## src/rtl/vaos_pkg.sv

```systemverilog
// ----------------------------------------------------------------------------
// vaos_pkg
// Shared types and constants for the oldest-steal voice allocator.
// ----------------------------------------------------------------------------
package vaos_pkg;

   localparam int NUM_VOICES_DEF = 16;
   localparam int NUM_VOICES_MAX = 64;

   // field widths of the request and result
   localparam int TIME_W  = 48;
   localparam int VSEL_W  = 4;
   localparam int BCNT_W  = 5;
   // voice index carried along the chain, wide enough for the largest build
   localparam int VIDX_W  = $clog2(NUM_VOICES_MAX);

   // configuration port
   localparam int CSR_IDX_W  = 4;
   localparam int CSR_DATA_W = 5;
   localparam logic [CSR_IDX_W-1:0] CSR_STEAL_EN = CSR_IDX_W'(0);
   localparam logic [CSR_IDX_W-1:0] CSR_VOICES   = CSR_IDX_W'(1);
   localparam logic [CSR_DATA_W-1:0] VOICES_RST  = CSR_DATA_W'(16);

   typedef enum logic [1:0] {
      CMD_ALLOC   = 2'd0,
      CMD_RELEASE = 2'd1,
      CMD_REL_ALL = 2'd2,
      CMD_QUERY   = 2'd3
   } cmd_type;

   typedef struct packed {
      cmd_type           cmd;
      logic [VSEL_W-1:0] voice_sel;
      logic [TIME_W-1:0] now_time;
   } req_type;

   typedef struct packed {
      logic              granted;
      logic [VSEL_W-1:0] voice_index;
      logic              stolen;
      logic [BCNT_W-1:0] busy_count;
   } rsp_type;

   // scan record handed from cell to cell
   typedef struct packed {
      logic              valid;
      logic              found;
      logic [VIDX_W-1:0] free_idx;
      logic              have;
      logic [VIDX_W-1:0] best_idx;
      logic [TIME_W-1:0] best_time;
   } scan_type;

   // update broadcast to all cells
   typedef struct packed {
      logic              set;
      logic              clr;
      logic              clr_all;
      logic [VIDX_W-1:0] idx;
      logic [TIME_W-1:0] stamp;
   } wr_type;

endpackage

```

## src/rtl/vaos_cell.sv

```systemverilog
// ----------------------------------------------------------------------------
// vaos_cell
// One voice: busy flag and start time. Folds its state into the passing
// scan record and registers it for the next cell.
// ----------------------------------------------------------------------------
module vaos_cell #(
   parameter int CELL_IDX = 0
) (
   input  logic               clock,
   input  logic               reset,
   input  logic               active,
   input  vaos_pkg::scan_type scan_in,
   output vaos_pkg::scan_type scan_out,
   input  vaos_pkg::wr_type   wr,
   output logic               busy_out
);
   import vaos_pkg::*;

   localparam logic [VIDX_W-1:0] MY_IDX = VIDX_W'(CELL_IDX);

   logic              busy_ff, busy_in;
   logic [TIME_W-1:0] start_ff, start_in;
   scan_type          scan_ff, scan_in_c;

   always_comb begin
      scan_in_c = scan_in;
      if (active) begin
         if (!scan_in.found && !busy_ff) begin
            scan_in_c.found    = 1'b1;
            scan_in_c.free_idx = MY_IDX;
         end
         // strict less-than keeps the lower index on equal times
         if (!scan_in.have || (start_ff < scan_in.best_time)) begin
            scan_in_c.have      = 1'b1;
            scan_in_c.best_idx  = MY_IDX;
            scan_in_c.best_time = start_ff;
         end
      end
   end

   always_comb begin
      busy_in  = busy_ff;
      start_in = start_ff;
      if (wr.clr_all) begin
         busy_in = 1'b0;
      end else if (wr.idx == MY_IDX) begin
         if (wr.set) begin
            busy_in  = 1'b1;
            start_in = wr.stamp;
         end else if (wr.clr) begin
            busy_in = 1'b0;
         end
      end
   end

   always_ff @(posedge clock) begin
      if (reset) begin
         busy_ff <= 1'b0;
         scan_ff <= '0;
      end else begin
         busy_ff <= busy_in;
         scan_ff <= scan_in_c;
      end
   end

   always_ff @(posedge clock) begin
      start_ff <= start_in;
   end

   assign scan_out = scan_ff;
   assign busy_out = busy_ff;

endmodule

```

## src/rtl/vaos_ctrl.sv

```systemverilog
// ----------------------------------------------------------------------------
// vaos_ctrl
// Request sequencing, configuration registers, busy count and result
// register for the voice allocator.
// ----------------------------------------------------------------------------
module vaos_ctrl #(
   parameter int NUM_VOICES = vaos_pkg::NUM_VOICES_DEF
) (
   input  logic                                clock,
   input  logic                                reset,
   input  logic                                start,
   output logic                                busy,
   input  vaos_pkg::req_type                   req_data,
   output logic                                rsp_valid,
   output vaos_pkg::rsp_type                   rsp_data,
   input  logic                                csr_valid,
   output logic                                csr_ready,
   input  logic [vaos_pkg::CSR_IDX_W-1:0]      csr_index,
   input  logic [vaos_pkg::CSR_DATA_W-1:0]     csr_wdata,
   output vaos_pkg::scan_type                  scan_launch,
   input  vaos_pkg::scan_type                  scan_last,
   output vaos_pkg::wr_type                    wr,
   input  logic [NUM_VOICES-1:0]               busy_vec,
   output logic [NUM_VOICES-1:0]               active_vec
);
   import vaos_pkg::*;

   localparam int IDX_W = (NUM_VOICES > 1) ? $clog2(NUM_VOICES) : 1;
   localparam int CNT_W = $clog2(NUM_VOICES + 1);
   // wide enough to hold NUM_VOICES itself for the range check
   localparam int SEL_W = (CNT_W > VSEL_W) ? CNT_W : VSEL_W;
   localparam int CMP_W = (CNT_W > CSR_DATA_W) ? CNT_W : CSR_DATA_W;

   typedef enum logic [1:0] {
      ST_IDLE = 2'b01,
      ST_SCAN = 2'b10
   } state_type;

   state_type             state_ff, state_in;
   req_type               req_ff, req_in;
   logic                  steal_en_ff, steal_en_in;
   logic [CSR_DATA_W-1:0] voices_ff, voices_in;
   logic [CNT_W-1:0]      count_ff, count_in;
   logic                  rsp_valid_ff, rsp_valid_in;
   rsp_type               rsp_ff, rsp_in;
   logic                  accept;
   logic [SEL_W-1:0]      sel_w;
   logic                  sel_ok;
   logic [IDX_W-1:0]      sel_idx;
   logic [CMP_W-1:0]      voices_ext;
   logic [CNT_W-1:0]      voices_eff;

   assign accept    = start && (state_ff == ST_IDLE);
   assign busy      = (state_ff != ST_IDLE);
   assign csr_ready = 1'b1;

   assign sel_w   = SEL_W'(req_data.voice_sel);
   assign sel_ok  = (sel_w < SEL_W'(NUM_VOICES));
   assign sel_idx = IDX_W'(sel_w);

   // voices in use, saturated to the build size
   assign voices_ext = CMP_W'(voices_ff);
   assign voices_eff = (voices_ext > CMP_W'(NUM_VOICES)) ? CNT_W'(NUM_VOICES)
                                                         : CNT_W'(voices_ext);

   for (genvar gi = 0; gi < NUM_VOICES; gi++) begin : g_active
      assign active_vec[gi] = (CNT_W'(gi) < voices_eff);
   end

   always_comb begin
      steal_en_in = steal_en_ff;
      voices_in   = voices_ff;
      if (csr_valid && csr_ready) begin
         case (csr_index)
            CSR_STEAL_EN: steal_en_in = csr_wdata[0];
            CSR_VOICES:   voices_in   = csr_wdata;
            default:      ;
         endcase
      end
   end

   always_comb begin
      state_in     = state_ff;
      req_in       = req_ff;
      count_in     = count_ff;
      rsp_valid_in = 1'b0;
      rsp_in       = '0;
      wr           = '0;
      scan_launch  = '0;
      wr.stamp     = req_ff.now_time;

      case (state_ff)
         ST_IDLE: begin
            if (accept) begin
               req_in       = req_data;
               rsp_valid_in = 1'b1;
               case (req_data.cmd)
                  CMD_ALLOC: begin
                     scan_launch.valid = 1'b1;
                     rsp_valid_in      = 1'b0;
                     state_in          = ST_SCAN;
                  end
                  CMD_RELEASE: begin
                     if (sel_ok) begin
                        wr.clr = 1'b1;
                        wr.idx = VIDX_W'(sel_idx);
                        if (busy_vec[sel_idx]) begin
                           count_in = count_ff - CNT_W'(1);
                        end
                     end
                  end
                  CMD_REL_ALL: begin
                     wr.clr_all = 1'b1;
                     count_in   = '0;
                  end
                  default: ;
               endcase
            end
         end
         ST_SCAN: begin
            // scan front has crossed the last cell
            if (scan_last.valid) begin
               state_in     = ST_IDLE;
               rsp_valid_in = 1'b1;
               if (scan_last.found) begin
                  wr.set              = 1'b1;
                  wr.idx              = scan_last.free_idx;
                  count_in            = count_ff + CNT_W'(1);
                  rsp_in.granted      = 1'b1;
                  rsp_in.voice_index  = VSEL_W'(scan_last.free_idx);
               end else if (scan_last.have && steal_en_ff) begin
                  wr.set              = 1'b1;
                  wr.idx              = scan_last.best_idx;
                  rsp_in.granted      = 1'b1;
                  rsp_in.stolen       = 1'b1;
                  rsp_in.voice_index  = VSEL_W'(scan_last.best_idx);
               end
            end
         end
         default: begin
            state_in = ST_IDLE;
         end
      endcase
      rsp_in.busy_count = BCNT_W'(count_in);
   end

   always_ff @(posedge clock) begin
      if (reset) begin
         state_ff     <= ST_IDLE;
         steal_en_ff  <= 1'b1;
         voices_ff    <= VOICES_RST;
         count_ff     <= '0;
         rsp_valid_ff <= 1'b0;
      end else begin
         state_ff     <= state_in;
         steal_en_ff  <= steal_en_in;
         voices_ff    <= voices_in;
         count_ff     <= count_in;
         rsp_valid_ff <= rsp_valid_in;
      end
   end

   always_ff @(posedge clock) begin
      req_ff <= req_in;
      rsp_ff <= rsp_in;
   end

   assign rsp_valid = rsp_valid_ff;
   assign rsp_data  = rsp_ff;

endmodule

```

## src/rtl/voice_allocator_oldest_steal_top.sv

```systemverilog
// ----------------------------------------------------------------------------
// voice_allocator_oldest_steal_top
// Polyphonic voice allocator with oldest-voice stealing.
// ----------------------------------------------------------------------------
// Each voice lives in a cell of a chain. An allocate request sends a scan
// record down the chain, one cell per cycle, picking up the lowest free voice
// and the oldest start time; the result strobe follows once the record has
// left the last cell and passed the result register. Release, release all
// and query do not scan: the result strobe follows in the next cycle and a
// new request may be accepted in that same cycle. busy is high
// only while a scan runs. rsp_valid is high for exactly one cycle per request
// and the result cannot be held off, so the receiver must take it then.
// Configuration writes are always ready and should be issued only while idle.
// ----------------------------------------------------------------------------
module voice_allocator_oldest_steal_top #(
   parameter int NUM_VOICES = vaos_pkg::NUM_VOICES_DEF
) (
   input  logic                            clock,
   input  logic                            reset,
   input  logic                            start,
   output logic                            busy,
   input  vaos_pkg::req_type               req_data,
   output logic                            rsp_valid,
   output vaos_pkg::rsp_type               rsp_data,
   input  logic                            csr_valid,
   output logic                            csr_ready,
   input  logic [vaos_pkg::CSR_IDX_W-1:0]  csr_index,
   input  logic [vaos_pkg::CSR_DATA_W-1:0] csr_wdata
);
   import vaos_pkg::*;

   scan_type              chain [NUM_VOICES+1];
   wr_type                wr;
   logic [NUM_VOICES-1:0] busy_vec;
   logic [NUM_VOICES-1:0] active_vec;

   vaos_ctrl #(
      .NUM_VOICES (NUM_VOICES)
   ) u_ctrl (
      .clock       (clock),
      .reset       (reset),
      .start       (start),
      .busy        (busy),
      .req_data    (req_data),
      .rsp_valid   (rsp_valid),
      .rsp_data    (rsp_data),
      .csr_valid   (csr_valid),
      .csr_ready   (csr_ready),
      .csr_index   (csr_index),
      .csr_wdata   (csr_wdata),
      .scan_launch (chain[0]),
      .scan_last   (chain[NUM_VOICES]),
      .wr          (wr),
      .busy_vec    (busy_vec),
      .active_vec  (active_vec)
   );

   for (genvar gi = 0; gi < NUM_VOICES; gi++) begin : g_cell
      vaos_cell #(
         .CELL_IDX (gi)
      ) u_cell (
         .clock    (clock),
         .reset    (reset),
         .active   (active_vec[gi]),
         .scan_in  (chain[gi]),
         .scan_out (chain[gi+1]),
         .wr       (wr),
         .busy_out (busy_vec[gi])
      );
   end

endmodule

```

## config.mk

```make
export PLATFORM = sky130hd
export DESIGN_NAME = voice_allocator_oldest_steal_top
export DESIGN_NICKNAME = d
export VERILOG_FILES = /design/src/rtl/vaos_pkg.sv /design/src/rtl/vaos_cell.sv /design/src/rtl/vaos_ctrl.sv /design/src/rtl/voice_allocator_oldest_steal_top.sv
export SDC_FILE = /design/constraint.sdc
export NUM_CORES = 2
export LEC_CHECK = 0
export BUFFER_PORTS_ARGS = -buffer_cell sky130_fd_sc_hd__buf_2
export CORE_AREA = 2 2 431 433
export DETAILED_ROUTE_END_ITERATION = 12
export DIE_AREA = 0 0 433 435
export SYNTH_ARGS = -nofsm -noshare
export SYNTH_HDL_FRONTEND = slang
export SYNTH_SLANG_ARGS = --single-unit
```

## constraint.sdc

```tcl
create_clock -name clock -period 5.7 [get_ports clock]
set_input_delay 0.285 -clock clock [delete_from_list [all_inputs] [get_ports clock]]
set_output_delay 0.285 -clock clock [all_outputs]
set_load 0.02 [all_outputs]
```

==> out/metrics.cfg <==
[timing]
hold_viol = 0
relSlewSlack_pct = 24.2
min_period_ns = 4.04
worstMarginPinSlew_ns = 1.14
rsz0062_at_grt = false
finalSetupViolCount = 0
slew_viol_final = 0
fin_setup_tns_ns = 0
max_freq_mhz = 248
post-route-period-util_pct = 70.9
finClkSkew_ns = 0.0318

[run]
max-cap-violations = 0

[route]
drtAntennaViolNets = 0
wl_per_cell_um = 17.5
drc = 0
viasPerCell = 5.01
drt_iter0_drc = 2599
routed_wl_mm = 175
num_vias = 50100
dr.pass1.iters = 5

[logic_synthesis]
yosysTopAreaCell = edfxtp_1
synth_flop_cell = dfxtp_1
yosys_warnings = 0
synth-seq-area-share_pct = 53.0
syn_area_um2 = 80500
syn_area_per_cell_um2 = 11.1
synth.distinct_cells = 77
syn_nets = 8049
synth_top_area_share_pct = 30.4
synth_edf_count = 816
synth.area.top_cells = edfxtp_1 30%, dfxtp_1 23%, ha_1 11%
netlist_instances = 7270
async_flop_share_pct = 0
ys_ff_latch = 1723

[placed_design]
routabilityCongestion = 0.844
port_buffers = 79
dpl.hpwl_mm = 128

[worst_hold_path]
hp-class = in2reg

[clocking]
clk_transition_reported_paths_ns = 0.06
insertion_delay_ns = 0.81
root_buffer = clkbuf_16
post-cts-setup-buffer-count = 0
htreeDepth = 4
cts_buffers = 184
cts_tree = yes
ctsResizeCount = 0
cts_buffer_depth = 3
cts.sinks = 1723

[critical_path]
slowest_delay_ns = 0.81
critPathSlowestCell = nor2_4
crit_type = reg2reg
crit_fanout = 26
end_kind = flip-flop
worstPathArrival_ns = 4.51
startpoint_type = flip-flop
crit_top_cell = nand2_1
cp.required_ns = 6.17
path_cells = inv_1, ha_1, nand2_1, or2_1, o21ai_0, nor3b_1, nand2_1, nor2_4, buf_4

[power_and_ir_drop]
ir_drop_mv = 0.360
power_density_nw_per_um2 = 301
p_leak_nw = 36.0
power.total_mw = 27.2

[grt]
grtUsageTotal_pct = 18.5
grt_pass1_vias = 50300
antenna_found_initial = 3
grt_pass1_wl_mm = 276
grt_overflow = 0
grt_start_max_net_pins = 301

[die]
die_h_um = 435
start_util_pct = 43.8
core-area_um2 = 184000
io_pins = 81
floorplan.die.width_um = 433
die-area_um2 = 188000
fp-row-count = 158

[final_layout]
synthToLayoutAreaGrowth_pct = 12.1
utilization_pct = 49.0
drive_gt1_share_pct = 7.11
nets = 8142

[run_status]
run_status = complete, no violations

sequential cells by signal (all words and copies together), names as in the netlist:
register	flops
u_ctrl.state_ff	2
u_ctrl.count_ff	5
g_cell.u_cell.start_ff	768
u_ctrl.wr	48
u_ctrl.rsp_data	11
g_cell.u_cell.busy_out	16
u_ctrl.steal_en_ff	1
u_ctrl.rsp_valid	1
u_ctrl.voices_ext	5
g_cell.u_cell.scan_out	866
kinds of logic (layout without fill, tap and decap cells):
group	after synthesis	after routing	synth area share, %
AND/OR/NAND/NOR	2236	2236	16.0
adder cells (fa/ha/maj)	712	712	11.1
other	1	3	0.00466
AO/OA/AOI/OAI	923	923	7.24
multiplexers	594	594	7.45
flip-flops	1723	1723	53.0
buffers and inverters	1081	1333	5.28
path summary, 6_finish.rpt:
| path | start | depth (start not counted) | slack, ns | endpoint |
|---|---|---|---|---|
| max | u_ctrl.state_ff[0] | 9 | 1.66 | g_cell[3].u_cell.start_ff[30] |
| min | csr_index[2] | 5 | 0.12 | u_ctrl.voices_ext[2] |
| max reg2reg | u_ctrl.state_ff[0] | 9 | 1.66 | g_cell[3].u_cell.start_ff[30] |
| min reg2reg | g_cell[7].u_cell.scan_out[55] | 1 | 0.42 | g_cell[8].u_cell.scan_out[55] |
layer usage:
metal | routed length, um | share of wire [%] | track usage (%) | vias up
met5 | 0 | 0 | 0 | -
met4 | 4900 | 2.8 | 5.88 | 0
met3 | 5380 | 3.1 | 2.46 | 273
met2 | 86700 | 50 | 32.7 | 738
met1 | 77800 | 45 | 23.3 | 23700
li1 | - | - | - | 25400
layout make-up:
type | instances | area [um^2]
well taps | 2480 | 3100
flip-flops and latches | 1723 | 42700
multi-input cells | 4466 | 33900
clock buffers | 267 | 5390
clock inverters | 78 | 637
repair buffers | 228 | 1720
inverters | 760 | 2850
fillers | 16400 | 93800
diodes | 2 | 5.00
placed cells by master, fill, tap and decap left out, types with 94 or more instances in the layout:
master and count:
ha_1 712, dfxtp_1 907, a21o_1 131, nand2_1 173, a21oi_1 338, edfxtp_1 816
nor2_1 205, nand4_1 212, mux2i_1 589, clkbuf_16 193, o21ai_0 162, nor3_1 94
nand2b_1 1174, inv_1 759
report_power, final:
part | internal [mW] | switching (mW) | leakage, nW
Sequential | 13.3 | 0.297 | 14.9
Clock | 6.88 | 4.81 | 2.98
Combinational | 0.805 | 1.04 | 18.1
Total | 21.0 | 6.15 | 36.0
Yosys cell counts, types with 83 or more instances:
| master | count |
|---|---|
| nor2b_1 | 83 |
| nand3_1 | 91 |
| nand2_1 | 173 |
| nor3_1 | 95 |
| a21o_1 | 131 |
| inv_1 | 760 |
| ha_1 | 712 |
| clkbuf_1 | 234 |
| nor2_1 | 224 |
| dfxtp_1 | 907 |
| mux2i_1 | 589 |
| o21ai_0 | 162 |
| nand2b_1 | 1174 |
| a21oi_1 | 340 |
| nand4_1 | 212 |
| edfxtp_1 | 816 |
repair_timing:
item | 4_1_cts | 5_1_grt
hold buffers | 62 | 0
endpoints found under the hold margin | 75 | 0
setup endpoints to repair | 0 | 0
critical path, delay by kind of cell (launching register included):
kind                       cells  cell delay [ns]
and+or+nand+nor                5             2.15
buffers and inverters          2             0.49
AOI/OAI and AO/OA              1             0.35
DFF                            1             0.33
adders and majority gates      1             0.33
stage by stage:
stage	area (um^2)	instances	setup WS, ns	hold slack [ns]
2_1_floorplan	80500	7270	1.30	0.384
3_3_place_gp	83600	9595	1.85	0.407
3_5_place_dp	83600	9595	1.70	0.412
4_1_cts	90200	10000	1.68	0.0469
5_1_grt	90200	10000	1.42	0.109
6_report	90200	10000	1.66	0.123
(Power assumes the default switching activity.)
